`src/hw/rtl/key_value_line_parser_unit_assert.svh`:
```
// assertion macros for the key/value line parser
`ifndef KEY_VALUE_LINE_PARSER_UNIT_ASSERT_SVH
`define KEY_VALUE_LINE_PARSER_UNIT_ASSERT_SVH

// same-cycle implication, sampled on clk, off while in reset
`define KVLP_ASSERT_IMP(lbl, ante, cons) \
  lbl: assert property (@(posedge clk) disable iff (!rst_n) (ante) |-> (cons)) \
    else $error("kvlp assertion failed");

// next-cycle implication
`define KVLP_ASSERT_NXT(lbl, ante, cons) \
  lbl: assert property (@(posedge clk) disable iff (!rst_n) (ante) |=> (cons)) \
    else $error("kvlp assertion failed");

`endif

```
`src/hw/rtl/kvlp_pkg.sv`:
```
`timescale 1ns / 1ps
`default_nettype none

package kvlp_pkg;

  localparam int LINE_BUFFER_BYTES = 128;
  localparam int LINE_LIMIT        = LINE_BUFFER_BYTES - 2;
  localparam int LEN_W             = $clog2(LINE_LIMIT + 1);
  localparam int SP_W              = 7;
  localparam logic [SP_W-1:0] SP_MAX = {SP_W{1'b1}};

  // result queue
  localparam int QDEPTH = 4;
  localparam int PTR_W  = $clog2(QDEPTH);
  localparam int CNT_W  = $clog2(QDEPTH + 1);

  localparam logic [7:0] CH_LF    = 8'h0A;
  localparam logic [7:0] CH_CR    = 8'h0D;
  localparam logic [7:0] CH_SPACE = 8'h20;
  localparam logic [7:0] CH_HASH  = 8'h23;
  localparam logic [7:0] CH_EQ    = 8'h3D;

  typedef enum logic [2:0] {
    K_KEY_CHAR = 3'd0,
    K_VAL_CHAR = 3'd1,
    K_KEY_END  = 3'd2,
    K_PAIR_END = 3'd3,
    K_DONE     = 3'd4,
    K_ERROR    = 3'd5
  } kind_t;

  typedef enum logic [1:0] {
    ERR_LONG      = 2'd0,
    ERR_NO_SEP    = 2'd1,
    ERR_EMPTY_KEY = 2'd2
  } err_t;

  typedef enum logic [6:0] {
    M_LEAD    = 7'b0000001,
    M_KEY     = 7'b0000010,
    M_VLEAD   = 7'b0000100,
    M_VALUE   = 7'b0001000,
    M_COMMENT = 7'b0010000,
    M_HALT    = 7'b0100000,
    M_BADKEY  = 7'b1000000
  } mode_t;

  typedef struct packed {
    mode_t            mode;
    logic [LEN_W-1:0] len;
    logic [SP_W-1:0]  sp_pend;  // pending interior spaces, or those before a held cr
    logic             cr_held;
    logic [SP_W-1:0]  sp_after; // spaces after a held cr
    logic             key_seen;
  } state_t;

  localparam state_t ST_RESET = '{mode: M_LEAD, default: '0};

  typedef struct packed {
    kind_t           kind;
    logic [7:0]      ch;
    logic [SP_W-1:0] sp;
    err_t            err;
  } res_t;

  // next state plus up to two results for one request
  typedef struct packed {
    state_t          st;
    logic [1:0]      n;
    res_t [1:0]      res;
  } acc_t;

endpackage

`default_nettype wire

```
`src/hw/rtl/kvlp_step.sv`:
```
`timescale 1ns / 1ps
`default_nettype none

module kvlp_step (
  input  wire kvlp_pkg::state_t st_cur,
  input  wire logic [7:0]       byte_value,
  input  wire logic             end_of_input,
  output kvlp_pkg::acc_t        acc
);

  function automatic kvlp_pkg::acc_t push(kvlp_pkg::acc_t a, kvlp_pkg::kind_t k,
                                          logic [7:0] ch, logic [kvlp_pkg::SP_W-1:0] sp,
                                          kvlp_pkg::err_t e);
    kvlp_pkg::acc_t r;
    r = a;
    r.res[a.n[0]] = '{kind: k, ch: ch, sp: sp, err: e};
    r.n = a.n + 2'd1;
    return r;
  endfunction

  function automatic kvlp_pkg::acc_t fail(kvlp_pkg::acc_t a, kvlp_pkg::err_t e);
    kvlp_pkg::acc_t r;
    r = push(a, kvlp_pkg::K_ERROR, 8'd0, '0, e);
    r.st.mode = kvlp_pkg::M_HALT;
    return r;
  endfunction

  function automatic kvlp_pkg::acc_t flush_cr(kvlp_pkg::acc_t a, kvlp_pkg::kind_t k);
    kvlp_pkg::acc_t r;
    r = a;
    if (a.st.cr_held) begin
      r = push(r, k, kvlp_pkg::CH_CR, a.st.sp_pend, kvlp_pkg::ERR_LONG);
      r.st.sp_pend  = a.st.sp_after;
      r.st.sp_after = '0;
      r.st.cr_held  = 1'b0;
      if (k == kvlp_pkg::K_KEY_CHAR) r.st.key_seen = 1'b1;
    end
    return r;
  endfunction

  function automatic kvlp_pkg::acc_t emit_char(kvlp_pkg::acc_t a, kvlp_pkg::kind_t k,
                                               logic [7:0] ch);
    kvlp_pkg::acc_t r;
    r = flush_cr(a, k);
    r = push(r, k, ch, r.st.sp_pend, kvlp_pkg::ERR_LONG);
    r.st.sp_pend = '0;
    if (k == kvlp_pkg::K_KEY_CHAR) r.st.key_seen = 1'b1;
    return r;
  endfunction

  function automatic kvlp_pkg::acc_t add_space(kvlp_pkg::acc_t a);
    kvlp_pkg::acc_t r;
    r = a;
    if (a.st.cr_held) begin
      if (a.st.sp_after != kvlp_pkg::SP_MAX) r.st.sp_after = a.st.sp_after + 1'b1;
    end else begin
      if (a.st.sp_pend != kvlp_pkg::SP_MAX) r.st.sp_pend = a.st.sp_pend + 1'b1;
    end
    return r;
  endfunction

  function automatic kvlp_pkg::acc_t hold_cr(kvlp_pkg::acc_t a);
    kvlp_pkg::acc_t r;
    r = a;
    r.st.cr_held  = 1'b1;
    r.st.sp_after = '0;
    return r;
  endfunction

  kvlp_pkg::acc_t a;
  logic           is_lf, is_cr, is_sp, is_hash, is_eq;

  assign is_lf   = (byte_value == kvlp_pkg::CH_LF);
  assign is_cr   = (byte_value == kvlp_pkg::CH_CR);
  assign is_sp   = (byte_value == kvlp_pkg::CH_SPACE);
  assign is_hash = (byte_value == kvlp_pkg::CH_HASH);
  assign is_eq   = (byte_value == kvlp_pkg::CH_EQ);

  always_comb begin
    a    = '0;
    a.st = st_cur;
    if (st_cur.mode == kvlp_pkg::M_HALT) begin
      a.n = 2'd0;
    end else if (end_of_input) begin
      if (st_cur.len != '0) begin
        a = fail(a, kvlp_pkg::ERR_LONG);
      end else begin
        a = push(a, kvlp_pkg::K_DONE, 8'd0, '0, kvlp_pkg::ERR_LONG);
        a.st.mode = kvlp_pkg::M_HALT;
      end
    end else if (!is_lf && (st_cur.len >= kvlp_pkg::LEN_W'(kvlp_pkg::LINE_LIMIT))) begin
      a = fail(a, kvlp_pkg::ERR_LONG);
    end else begin
      if (!is_lf) a.st.len = st_cur.len + 1'b1;
      unique case (st_cur.mode)
        kvlp_pkg::M_LEAD: begin
          priority if (is_lf) a.st = kvlp_pkg::ST_RESET;
          else if (is_sp) a.n = 2'd0;
          else if (is_cr) begin
            a.st.mode    = kvlp_pkg::M_KEY;
            a.st.sp_pend = '0;
            a = hold_cr(a);
          end
          else if (is_hash) a.st.mode = kvlp_pkg::M_COMMENT;
          else if (is_eq) a.st.mode = kvlp_pkg::M_BADKEY;
          else begin
            a.st.mode = kvlp_pkg::M_KEY;
            a = emit_char(a, kvlp_pkg::K_KEY_CHAR, byte_value);
          end
        end
        kvlp_pkg::M_KEY: begin
          priority if (is_sp) a = add_space(a);
          else if (is_cr) begin
            a = flush_cr(a, kvlp_pkg::K_KEY_CHAR);
            a = hold_cr(a);
          end
          else if (is_lf) begin
            // a lone cr on the line is a blank line
            if (!st_cur.key_seen && st_cur.cr_held && st_cur.sp_after == '0)
              a.st = kvlp_pkg::ST_RESET;
            else
              a = fail(a, kvlp_pkg::ERR_NO_SEP);
          end
          else if (is_eq) begin
            a = flush_cr(a, kvlp_pkg::K_KEY_CHAR);
            if (a.st.key_seen) begin
              a = push(a, kvlp_pkg::K_KEY_END, 8'd0, '0, kvlp_pkg::ERR_LONG);
              a.st.mode    = kvlp_pkg::M_VLEAD;
              a.st.sp_pend = '0;
            end else begin
              a.st.mode = kvlp_pkg::M_BADKEY;
            end
          end
          else a = emit_char(a, kvlp_pkg::K_KEY_CHAR, byte_value);
        end
        kvlp_pkg::M_VLEAD: begin
          priority if (is_sp) a.n = 2'd0;
          else if (is_lf) begin
            a = push(a, kvlp_pkg::K_PAIR_END, 8'd0, '0, kvlp_pkg::ERR_LONG);
            a.st = kvlp_pkg::ST_RESET;
          end
          else if (is_cr) begin
            a.st.mode    = kvlp_pkg::M_VALUE;
            a.st.sp_pend = '0;
            a = hold_cr(a);
          end
          else begin
            a.st.mode    = kvlp_pkg::M_VALUE;
            a.st.sp_pend = '0;
            a = emit_char(a, kvlp_pkg::K_VAL_CHAR, byte_value);
          end
        end
        kvlp_pkg::M_VALUE: begin
          priority if (is_sp) a = add_space(a);
          else if (is_cr) begin
            a = flush_cr(a, kvlp_pkg::K_VAL_CHAR);
            a = hold_cr(a);
          end
          else if (is_lf) begin
            // cr followed by spaces is a real character, cr right before lf is not
            if (st_cur.cr_held && st_cur.sp_after != '0)
              a = flush_cr(a, kvlp_pkg::K_VAL_CHAR);
            a = push(a, kvlp_pkg::K_PAIR_END, 8'd0, '0, kvlp_pkg::ERR_LONG);
            a.st = kvlp_pkg::ST_RESET;
          end
          else a = emit_char(a, kvlp_pkg::K_VAL_CHAR, byte_value);
        end
        kvlp_pkg::M_COMMENT: begin
          if (is_lf) a.st = kvlp_pkg::ST_RESET;
        end
        kvlp_pkg::M_BADKEY: begin
          if (is_lf) a = fail(a, kvlp_pkg::ERR_EMPTY_KEY);
        end
        default: a.st.mode = kvlp_pkg::M_HALT;
      endcase
    end
  end

  assign acc = a;

endmodule

`default_nettype wire

```
`src/hw/rtl/key_value_line_parser_unit.sv`:
```
// path: an accepted request is held in the input stage, then its results enter the result queue, which drives out_valid
// throughput: one request per cycle while the queue has room for two results; a request that yields
//   two results takes two queue slots, so a stream of them is paced by the single output port
// reset: synchronous active-low rst_n clears the stage, the result queue and the
//   parser state to leading-space mode with zero counts
`timescale 1ns / 1ps
`default_nettype none
`include "key_value_line_parser_unit_assert.svh"

module key_value_line_parser_unit (
  input  wire logic       clk,
  input  wire logic       rst_n,
  input  wire logic       in_valid,
  output logic            in_ready,
  input  wire logic [7:0] in_byte_value,
  input  wire logic       in_end_of_input,
  output logic            out_valid,
  input  wire logic       out_ready,
  output logic [2:0]      out_kind,
  output logic [7:0]      out_char_out,
  output logic [6:0]      out_spaces_before,
  output logic [1:0]      out_error_code
);

  logic                          stg_v_r;
  logic [7:0]                    stg_byte_r;
  logic                          stg_eoi_r;
  kvlp_pkg::state_t              state_r;
  kvlp_pkg::acc_t                acc;
  kvlp_pkg::res_t                q_r [kvlp_pkg::QDEPTH];
  logic [kvlp_pkg::PTR_W-1:0]    wr_ptr_r, rd_ptr_r, wr_ptr1;
  logic [kvlp_pkg::CNT_W-1:0]    cnt_r, cnt_nxt;
  logic [1:0]                    push_n;
  logic                          advance, pop;
  kvlp_pkg::res_t                head;

  kvlp_step u_step (
    .st_cur      (state_r),
    .byte_value  (stg_byte_r),
    .end_of_input(stg_eoi_r),
    .acc         (acc)
  );

  // the staged request moves on only when the queue can take two results
  assign advance  = stg_v_r && (cnt_r <= kvlp_pkg::CNT_W'(kvlp_pkg::QDEPTH - 2));
  assign in_ready = !stg_v_r || advance;
  assign pop      = out_valid && out_ready;
  assign push_n   = advance ? acc.n : 2'd0;
  assign wr_ptr1  = wr_ptr_r + 1'b1;
  assign cnt_nxt  = cnt_r + kvlp_pkg::CNT_W'(push_n) - kvlp_pkg::CNT_W'(pop);

  always_ff @(posedge clk) begin
    if (!rst_n) begin
      stg_v_r  <= 1'b0;
      state_r  <= kvlp_pkg::ST_RESET;
      wr_ptr_r <= '0;
      rd_ptr_r <= '0;
      cnt_r    <= '0;
    end else begin
      if (in_ready) stg_v_r <= in_valid;
      if (advance) state_r <= acc.st;
      wr_ptr_r <= wr_ptr_r + kvlp_pkg::PTR_W'(push_n);
      if (pop) rd_ptr_r <= rd_ptr_r + 1'b1;
      cnt_r <= cnt_nxt;
    end
  end

  always_ff @(posedge clk) begin
    if (in_ready && in_valid) begin
      stg_byte_r <= in_byte_value;
      stg_eoi_r  <= in_end_of_input;
    end
    if (push_n != 2'd0) q_r[wr_ptr_r] <= acc.res[0];
    if (push_n == 2'd2) q_r[wr_ptr1] <= acc.res[1];
  end

  assign head              = q_r[rd_ptr_r];
  assign out_valid         = (cnt_r != '0);
  assign out_kind          = head.kind;
  assign out_char_out      = head.ch;
  assign out_spaces_before = head.sp;
  assign out_error_code    = head.err;

  `KVLP_ASSERT_IMP(a_queue_bound, 1'b1, cnt_r <= kvlp_pkg::CNT_W'(kvlp_pkg::QDEPTH))
  `KVLP_ASSERT_NXT(a_halt_sticky, state_r.mode == kvlp_pkg::M_HALT, state_r.mode == kvlp_pkg::M_HALT)
  `KVLP_ASSERT_IMP(a_halt_silent, state_r.mode == kvlp_pkg::M_HALT, acc.n == 2'd0)
  `KVLP_ASSERT_NXT(a_stage_hold, stg_v_r && !advance, stg_v_r && $stable(stg_byte_r) && $stable(stg_eoi_r))

endmodule

`default_nettype wire

```
`config.mk`:
```
export PLATFORM = sky130hd
export DESIGN_NAME = key_value_line_parser_unit
export DESIGN_NICKNAME = d
export VERILOG_FILES = /design/src/hw/rtl/kvlp_pkg.sv /design/src/hw/rtl/kvlp_step.sv /design/src/hw/rtl/key_value_line_parser_unit.sv
export VERILOG_INCLUDE_DIRS = /design/src /design/src/hw/rtl
export SDC_FILE = /design/constraint.sdc
export NUM_CORES = 1
export LEC_CHECK = 0
export BUFFER_PORTS_ARGS = -buffer_cell sky130_fd_sc_hd__clkbuf_2
export CAP_MARGIN = 10
export CORE_UTILIZATION = 55
export CTS_CLUSTER_DIAMETER = 100
export DETAILED_ROUTE_END_ITERATION = 7
export PLACE_DENSITY = 0.79
export SLEW_MARGIN = 10
export SYNTH_ARGS = -nofsm -noshare
export SYNTH_HDL_FRONTEND = slang
export SYNTH_SLANG_ARGS = --single-unit
```
`constraint.sdc`:
```
create_clock -name clk -period 3.45 [get_ports clk]
set_input_delay 0.1725 -clock clk [delete_from_list [all_inputs] [get_ports clk]]
set_output_delay 0.1725 -clock clk [all_outputs]
set_load 0.01 [all_outputs]
```
Yosys cells after proc, flatten, opt, wreduce, memory -nomap -nowiden

Memories as Yosys holds them, arrays and structs flattened. A register that Yosys moved wholly into a read port is not among the register bits.
Cells that the tools add are included.

Register bits after elaboration: 47
Memory bits (writable): 80
Input port bits: 13
Output and inout bits: 22
Word-level logic and storage cells: 233
Memories: 1

Memories:

| name | words | bits a word | rd ports | clocked after Yosys merged registers in | wr ports | RTL line                         | source |
|---|---|---|---|---|---|---|---|
| q_r  | 4     | 20          | 1        | 1                                       | 2        | key_value_line_parser_unit.sv:30 | `kvlp_pkg::res_t q_r [kvlp_pkg::QDEPTH];` |

$add $sub $neg: 14
$lt $le $gt $ge: 14
Eq/ne operators: 37
Muxes and demuxes: 116
Bitwise logic cells: 10
Reduce and logical (&&, ||, !) cells: 29

Operator list:

| cell                                                 | number |
|---|---|
| two-way mux 72 bit                                   | 44 |
| two-way mux 65 bit                                   | 10 |
| two-way mux 42 bit                                   | 9 |
| two-way mux 58 bit                                   | 5 |
| case mux 42 bit (5 select lines)                     | 1 |
| bitwise mux 40 bit                                   | 4 |
| case mux 23 bit (6 select lines)                     | 1 |
| demux 20 bit (select 1 bit)                          | 6 |
| two-way mux 20 bit                                   | 6 |
| two-way mux 30 bit                                   | 4 |
| two-way mux 40 bit                                   | 3 |
| two-way mux 7 bit                                    | 9 |
| case mux 7 bit (6 select lines)                      | 1 |
| two-way mux 41 bit                                   | 1 |
| bitwise AND 38 bit                                   | 1 |
| NOT 38 bit                                           | 1 |
| bitwise AND 36 bit                                   | 1 |
| NOT 36 bit                                           | 1 |
| two-way mux 29 bit                                   | 1 |
| AND reduction 14 bit                                 | 2 |
| equality test 8 x 6 -> 1 bit (second input constant) | 3 |
| adder 7 x 1 -> 7 bit (second input constant)         | 3 |
| two-way mux 18 bit                                   | 1 |
| AND reduction 17 bit                                 | 1 |
| other kinds (43)                                     | 101 |

Logic depth before layout (Yosys ltp)

Gate-level depths: netlist of run 1.

Word-level depth: 30
Mapped depth: 17
Gate-level depth less buffers: 16

By module

A second synthesis of run 1 with hierarchy kept.

Cell total of the unflattened synthesis: 833
Area, all modules: 8485.6 sq um

Modules (own cells, without submodules):

| module                     | times used | cells an instance | area each (sq um) |
|---|---|---|---|
| key_value_line_parser_unit | 1          | 407               | 5861.9 |
| kvlp_step                  | 1          | 426               | 2623.8 |

Least setup slack after synthesis of run 1

OpenSTA, ideal clock, no wires.

Path kind: register -> register
Start: register state_r[28] in the netlist's numbering
End: register cnt_r[2] in the netlist's numbering
Library setup time: 0.128 ns
Data arrival time: 3.449 ns
Setup slack: -0.127 ns
Cell stages (with the launch flop): 17
Path buffers: 2
Period minus slack after synthesis: 3.577 ns
Cells stage by stage: dfxtp_1 clkbuf_1 or4_1 or3_1 clkbuf_1 a2111o_1 o311ai_0 a211oi_1 nor2_1 inv_1 ha_1 inv_1 ha_1 fa_1 xor2_1 xnor2_1 nor2_1

Longest elaborated chain between the ends: 8

Ends and longest elaborated chain:

| item                                              | RTL line                         | source |
|---|---|---|
| start, declared                                   | key_value_line_parser_unit.sv:28 | `kvlp_pkg::state_t state_r;` |
| start signal, assigned                            | key_value_line_parser_unit.sv:55 | `state_r <= kvlp_pkg::ST_RESET;` |
| start signal, assigned                            | key_value_line_parser_unit.sv:61 | `if (advance) state_r <= acc.st;` |
| equality test 7 bit, or another cell as far along | kvlp_step.sv:95                  | `unique case (st_cur.mode)` |
| case mux 42 bit (5 select lines)                  | kvlp_step.sv:95                  |  |
| two-way mux 72 bit                                | kvlp_step.sv:91                  | `end else if (!is_lf && (st_cur.len >= kvlp_pkg::LEN_W'(kvlp_pkg::LINE_LIMIT))) begin` |
| two-way mux 72 bit                                | kvlp_step.sv:84                  | `end else if (end_of_input) begin` |
| two-way mux 2 bit *                               | kvlp_step.sv:82                  | `if (st_cur.mode == kvlp_pkg::M_HALT) begin` |
| two-way mux 2 bit *                               | key_value_line_parser_unit.sv:48 | `assign push_n = advance ? acc.n : 2'd0;` |
| adder 3 x 2 -> 3 bit *                            | key_value_line_parser_unit.sv:50 | `assign cnt_nxt = cnt_r + kvlp_pkg::CNT_W'(push_n) - kvlp_pkg::CNT_W'(pop);` |
| subtractor 3 x 1 -> 3 bit *                       | key_value_line_parser_unit.sv:50 |  |
| end signal, assigned                              | key_value_line_parser_unit.sv:64 | `cnt_r <= cnt_nxt;` |
| end, declared                                     | key_value_line_parser_unit.sv:32 | `logic [kvlp_pkg::CNT_W-1:0] cnt_r, cnt_nxt;` |

Every way passes the cells marked *; elsewhere a longest branch is shown, timed or not. The select of a mux whose other input is x is not followed.
A chain may end at the register's enable or synchronous reset.

Final worst setup path of run 1

Start: register stg_byte_r[6]
End: register cnt_r[2] in the netlist's numbering

Longest elaborated chain between the ends: 13

Ends and longest elaborated chain:

| item                             | RTL line                         | source |
|---|---|---|
| start, declared                  | key_value_line_parser_unit.sv:26 | `logic [7:0] stg_byte_r;` |
| start signal, assigned           | key_value_line_parser_unit.sv:70 | `stg_byte_r <= in_byte_value;` |
| equality test 8 x 6 -> 1 bit     | kvlp_step.sv:77                  | `assign is_eq = (byte_value == kvlp_pkg::CH_EQ);` |
| two-way mux 65 bit               | kvlp_step.sv:105                 | `else if (is_eq) a.st.mode = kvlp_pkg::M_BADKEY;` |
| two-way mux 65 bit               | kvlp_step.sv:104                 | `else if (is_hash) a.st.mode = kvlp_pkg::M_COMMENT;` |
| two-way mux 72 bit               | kvlp_step.sv:99                  | `else if (is_cr) begin` |
| two-way mux 2 bit                | kvlp_step.sv:98                  | `else if (is_sp) a.n = 2'd0;` |
| two-way mux 42 bit               | kvlp_step.sv:97                  | `priority if (is_lf) a.st = kvlp_pkg::ST_RESET;` |
| case mux 42 bit (5 select lines) | kvlp_step.sv:95                  |  |
| two-way mux 72 bit *             | kvlp_step.sv:91                  |  |
| two-way mux 72 bit *             | kvlp_step.sv:84                  |  |
| two-way mux 2 bit *              | kvlp_step.sv:82                  |  |
| two-way mux 2 bit *              | key_value_line_parser_unit.sv:48 |  |
| adder 3 x 2 -> 3 bit *           | key_value_line_parser_unit.sv:50 |  |
| subtractor 3 x 1 -> 3 bit *      | key_value_line_parser_unit.sv:50 |  |

Marks and branches as above.

==> impl_metrics.yaml, run 1 <==
worst_setup_path:
  end_kind: "register"
  worst_path_max_delay_cell: "or4_4"
  crit_chain: "buf_4, or4_4, buf_4, o211a_4, or4_4, nor2_4, nand3_4, ha_1, inv_1, fa_2, xor2_2, xnor2_1, nor2_1"
  cp.arrival_ps: 3740
  worstPathRequired_ps: 3730
  crit_type: "reg -> reg"
  cp-start-kind: "register"
  worstPathMaxFanout: 7
  critPathMaxStageDelay_ps: 460
placement:
  place_congestion: 0.979
  portBuffers: 34
  dp_slack_ps: -116
  place_hpwl_um: 14800
synth:
  ys_seq_area_share_pct: 48.1
  yosys.area.top_type: "edfxtp_1"
  synth_async_sr_flop_share_pct: 0
  ys_ff_latch: 129
  synth-edff-count: 89
  ys_warn_count: 0
  syn_inst: 680
  synth_area_per_cell_um2: 10.6
  yosysTopAreaCellShare_pct: 37.0
  synth_compound_area_share_pct: 17.2
  synth-simple-area-share_pct: 17.5
  ys_types: 73
  syn_area_mm2: 0.00723
  synth_xor_area_share_pct: 2.30
  synth_top_family_by_area: "simple AND/OR/NAND/NOR gates"
  synthTopCellsByArea: "edfxtp_1, dfxtp_1, mux4_2, a22o_1, a21oi_1"
  synth_mux_area_share_pct: 8.19
  syn-num-nets: 705
  synthAdderAreaFrac_pct: 2.18
  ys.flop_type: "edfxtp_1"
routing:
  via_count: 6208
  via_per_inst: 6.41
  remaining_drc_errors: 0
  drt-total-wl_um: 20900
  drt-pass1-iter-count: 5
  drtIter0Drc: 757
  wl_per_cell_um: 21.6
  drt.antenna.violating_nets: 0
final_layout:
  diodes: 0
  multi_input_area_mm2: 0.00354
  fillers: 943
  area_growth_pct: 23.4
  drive_above_1_share_pct: 27.7
  fin_nets: 810
  register_area_mm2: 0.00347
global_route:
  grt_usage_pct: 32.5
  grt_max_degree: 25
  antenna_found_initial: 1
  grt_pass1_wl_um: 32600
  overflow: 0
  grt_pass1_vias: 6047
cts:
  clock_latency_ps: 420
  cts_tree: "done"
  cts-root-buf: "clkbuf_16"
  cts_buffers: 17
  clkTransAtPathRegs_ps: 60
  clockBufferDepth: 2
  htreeDepth: 4
  clock_sinks: 129
floorplan:
  die_area_mm2: 0.0136
  core_region_area_mm2: 0.0127
  die_h_um: 117
  row_count: 41
  ios: 35
  die_w_um: 117
  floorplan.initialDensity_pct: 56.8
sta:
  worst_pin_slew_ps: 1100
  hold_violations: 0
  worst_slack_ps: -9.15
  fin_crit_ps: 3460
  setup_viol: 1
  fmax_mhz: 289
  min_period_over_period_pct: 100
  maxSlewViolCount: 0
  finalClockSkew_ps: 12.0
  relSlewSlack_pct: 26.8
  rsz0062_at_grt: "yes"
worst_hold_path:
  min-delay-path-class: "in -> reg"
status:
  violations: "negative setup slack"
  outcome: "finished, violations left"
power:
  p_total_mw: 4.77
  power.density_mw_per_mm2: 535
  ir_worst_vdd_uv: 287
  p_leak_nw: 3.36
flow_run:
  max_cap_violations: 0
==> power by group <==
part           internal, mW  switching (mW)  total [mW]
clock network          1.06           0.686        1.74
registers              1.77          0.0815        1.85
logic                 0.541           0.627        1.17
total                  3.37            1.39        4.77
==> worst max-delay path: cells and delay by family (launching register included) <==
| family | cells | cell delay [ps] |
|---|---|---|
| and+or+nand+nor | 5 | 1240 |
| adders and majority gates | 2 | 700 |
| DFF | 1 | 420 |
| buffers and inverters | 3 | 380 |
| xor gates and xnor gates | 2 | 310 |
| AOI/OAI and AO/OA | 1 | 270 |
==> cells in the final DEF, fill, tap and decap left out, drive strengths merged, types with 4 or more instances in the layout <==
cell / netlist / layout
buf: 18 / 96
edfxtp: 89 / 89
nor2: 61 / 61
clkbuf: 36 / 52
a21oi: 47 / 47
o21ai: 42 / 42
dfxtp: 40 / 40
nand2: 32 / 32
a22o: 30 / 30
inv: 21 / 23
mux4: 20 / 20
nand3: 20 / 20
nor3: 19 / 19
and2: 18 / 18
and3: 14 / 14
nor4: 14 / 14
mux2i: 13 / 13
xor2: 13 / 13
a211oi: 13 / 13
or3: 12 / 12
nand4: 11 / 11
ha: 11 / 11
dlygate4sd3: 0 / 10
o211ai: 7 / 7
clkinv: 0 / 7
xnor2: 6 / 6
a32o: 6 / 6
o31ai: 5 / 5
or2: 5 / 5
a211o: 4 / 4
and4: 4 / 4
or4: 4 / 4
==> synth_stat cells (5+ instances only) <==
| cell | number |
|---|---|
| dfxtp_1 | 40 |
| nor3_1 | 19 |
| ha_1 | 11 |
| o211ai_1 | 7 |
| mux4_2 | 20 |
| nand4_1 | 11 |
| nand3_1 | 19 |
| nor4_1 | 12 |
| and3_1 | 14 |
| or3_1 | 12 |
| inv_1 | 21 |
| a32o_1 | 6 |
| a21oi_1 | 47 |
| and2_1 | 18 |
| mux2i_1 | 13 |
| edfxtp_1 | 89 |
| buf_2 | 10 |
| nand2_1 | 32 |
| a211oi_1 | 12 |
| xnor2_1 | 6 |
| xor2_1 | 13 |
| clkbuf_1 | 35 |
| o21ai_0 | 39 |
| nor2_1 | 60 |
| a22o_1 | 30 |
| o31ai_1 | 5 |
==> state kept, by name, indices dropped and copies added (netlist names), named ones only <==
| register | count |
|---|---|
| state_r | 30 |
| stg_eoi_r | 1 |
| stg_byte_r | 8 |
| cnt_r | 3 |
| q_r | 80 |
| stg_v_r | 1 |
| rd_ptr_r | 2 |
| wr_ptr_r | 2 |
==> area by class of cell <==
cell class / count / area share [%]
multi-input cells: 476 / 39.8
well taps: 172 / 2.41
inverters: 21 / 0.884
clock inverters: 13 / 1.54
repair buffers: 140 / 11.6
flip-flops and latches: 129 / 39.0
clock buffers: 18 / 4.81
==> metrics by stage <==
step	utilization, %	instance area [um2]	hold slack (ps)	setup TNS [ps]	std cells
finish	70.1	8920	264	-9.15	969
global route	70.1	8920	283	-81.2	969
CTS	69.4	8830	249	0	965
detailed placement	63.4	8070	353	-116	920
global placement	63.4	8070	351	-11.6	920
floorplan	-	7260	271	0	680
==> per-layer routing <==
metal  vias up  GRT usage [%]  share of wire [%]
met5         -              0                  0
met4         0           14.2                2.5
met2       327           52.0                 48
met1      3005           43.6                 42
met3        53           5.55                7.1
li1       2823              -                  -
==> path summary, 6_finish.rpt <==
path	start	to	slack (ps)	cells past startpoint
max	stg_byte_r[6]$_DFFE_PP_	cnt_r[2]$_SDFF_PN0_	-9	13
min	rst_n	state_r[9]$_SDFFE_PN0P_	260	3
min reg2reg	stg_v_r$_SDFFE_PN0N_	stg_v_r$_SDFFE_PN0N_	520	2
max reg2reg	stg_byte_r[6]$_DFFE_PP_	cnt_r[2]$_SDFF_PN0_	-9	13
==> cells by family after synthesis <==
logic type | count (synthesis)
fa+ha+maj | 12
compound gates | 181
xor+xnor | 19
flops | 129
buf+inv | 75
mux | 34
simple gates | 230
==> what timing repair did <==
item / in CTS / in global routing
gates resized for setup: 15 / 13
setup endpoints to repair: 1 / 20
hold endpoints to repair: 10 / 0
pin swaps: 5 / 8
buffers inserted: 4 / 4
hold buffers: 10 / 0
(Power assumes the default switching activity.)
==> inputs of run 2 (changes only) <==
- CORE_ASPECT_RATIO: not set -> 1.5
==> impl_metrics.yaml, run 2 (synthesis results as in run 1) <==
status:
  outcome: "complete, no violations"
routing:
  remaining_drc_errors: 0
  drt-total-wl_um: 23200
  drtIter0Drc: 474
  wl_per_cell_um: 24.0
  drt-pass1-iter-count: 5
  via_per_inst: 6.51
  drt.antenna.violating_nets: 0
  via_count: 6300
worst_setup_path:
  setup.worst_path.end: "cnt_r[2]$_SDFF_PN0_"
  rr_endpoint: "cnt_r[2]$_SDFF_PN0_"
  worstReg2RegStart: "stg_byte_r[5]$_DFFE_PP_"
  crit_top_cell: "or4_4"
  worst_path_max_delay_cell: "or4_4"
  reg2reg_depth: 12
  cp.arrival_ps: 3660
  startpoint: "stg_byte_r[5]$_DFFE_PP_"
  r2r_slack_ps: 80
  worstPathMaxFanout: 7
  crit_chain: "or4_4, buf_4, o211a_4, or4_4, nor2_4, nand3_4, ha_1, inv_1, fa_2, xor2_1, xnor2_1, nor2_1"
  critPathMaxStageDelay_ps: 590
  cp-start-kind: "register"
  end_kind: "register"
  crit_type: "reg -> reg"
  worstPathRequired_ps: 3730
placement:
  portBuffers: 34
  place_area_mm2: 0.00822
  place_hpwl_um: 17000
  place_congestion: 1.06
sta:
  rsz0062_at_grt: "yes"
  finalClockSkew_ps: 16.6
  holdWs_ps: 209
  setup-tns-final_ps: 0
  setup_viol: 0
  maxSlewViolCount: 0
  relSlewSlack_pct: 32.7
  fmax_mhz: 297
  fin_crit_ps: 3370
  hold_violations: 0
  min_period_over_period_pct: 97.7
  worst_pin_slew_ps: 1010
global_route:
  antenna_found_initial: 0
  grt_pass1_wl_um: 35500
  overflow: 0
  grt_max_degree: 34
  grt_pass1_vias: 6442
  grt_usage_pct: 36.4
cts:
  cts-root-buf: "clkbuf_16"
  clock_sinks: 129
  cts_buffers: 17
  htreeDepth: 4
  cts_tree: "done"
  clkTransAtPathRegs_ps: 60
  clock_latency_ps: 430
  clockBufferDepth: 2
final_layout:
  area_growth_pct: 24.0
  utilization_pct: 70.9
  largest_register_ffs: 80
  layout_common_cells: "buf_4, edfxtp_1, nor2_1"
  fin_nets: 825
  reg_top3: "q_r x80, state_r x30, stg_byte_r x8"
  fillers: 952
  layout_commonest_cell: "buf_4"
  fin_area_mm2: 0.00896
  drive_above_1_share_pct: 28.4
  diodes: 0
  regMostFlops: "q_r"
floorplan:
  die_h_um: 142
  die_w_um: 95.6
  die_area_mm2: 0.0136
  floorplan.initialDensity_pct: 57.2
  ios: 35
  row_count: 50
  core_region_area_mm2: 0.0126
flow_run:
  max_cap_violations: 0
power:
  p_leak_nw: 3.42
  ir_worst_vdd_uv: 321
  power.density_mw_per_mm2: 531
  p_total_mw: 4.76
worst_hold_path:
  min-delay-path-class: "in -> reg"
-- run 2: cell types whose count changed in the layout (fill, tap and decap cells not counted), sizes merged --
cell	previous run	this run
buf	96	111
bufinv	2	1
clkbuf	52	51
clkinv	7	4
clkinvlp	2	4
inv	23	26
-- run 2: worst max-delay path: cells and delay by family, from the launching register on --
kind	cells	cell delay, ps
AOI/OAI and AO/OA	1	270
xor gates and xnor gates	2	300
adders and majority gates	2	650
buffers and inverters	2	230
DFF	1	400
and+or+nand+nor	5	1370
-- run 2: area by class of cell --
class                   instances  area, um2  share of cell area [%]
inverters                      21       78.8                   0.879
repair buffers                155       1150                    12.9
flip-flops and latches        129       3470                    38.7
well taps                     156        195                    2.18
multi-input cells             476       3510                    39.1
clock inverters                14        131                    1.47
clock buffers                  17        425                    4.75
-- run 2: worst min-delay path by stage --
stage                           startpoint                       end  slack (ps)  depth (start not counted)
after floorplan           in_byte_value[0]   stg_byte_r[0]$_DFFE_PP_         270                          0
after global placement    in_byte_value[5]   stg_byte_r[5]$_DFFE_PP_         350                          1
after detailed placement  in_byte_value[5]   stg_byte_r[5]$_DFFE_PP_         350                          1
after CTS                        out_ready  rd_ptr_r[0]$_SDFFE_PN0P_         210                          4
after global routing             out_ready                  register         270                          4
final                            out_ready  rd_ptr_r[0]$_SDFFE_PN0P_         210                          4
-- run 2: routing by layer --
layer,GRT usage (%),vias to the layer above,wire length (um)
met5,0,-,0
met4,22.8,0,1400
met3,7.16,76,1420
met2,64.4,345,12200
met1,38.6,3017,8200
li1,-,2862,-
-- run 2: timing repair --
item | CTS | global route
setup endpoints to repair | 1 | 9
endpoints found under the hold margin | 10 | 0
hold buffers | 10 | 0
pin swaps | 3 | 6
setup buffers | 0 | 2
resized for setup | 8 | 15
-- run 2: power by group --
group / leakage, nW / total, mW / switching (mW) / internal [mW]
clock network: 0.264 / 1.73 / 0.733 / 0.996
registers: 1.12 / 1.85 / 0.0767 / 1.77
logic: 2.04 / 1.19 / 0.646 / 0.541
-- run 2: metrics by stage --
| step | std cells | setup WS, ps |
|---|---|---|
| detailed placement | 925 | -70.3 |
| global route | 968 | -117 |
| CTS | 966 | 4.90 |
| floorplan | 680 | 8.45 |
| finish | 968 | 78.8 |
| global placement | 925 | -36.3 |
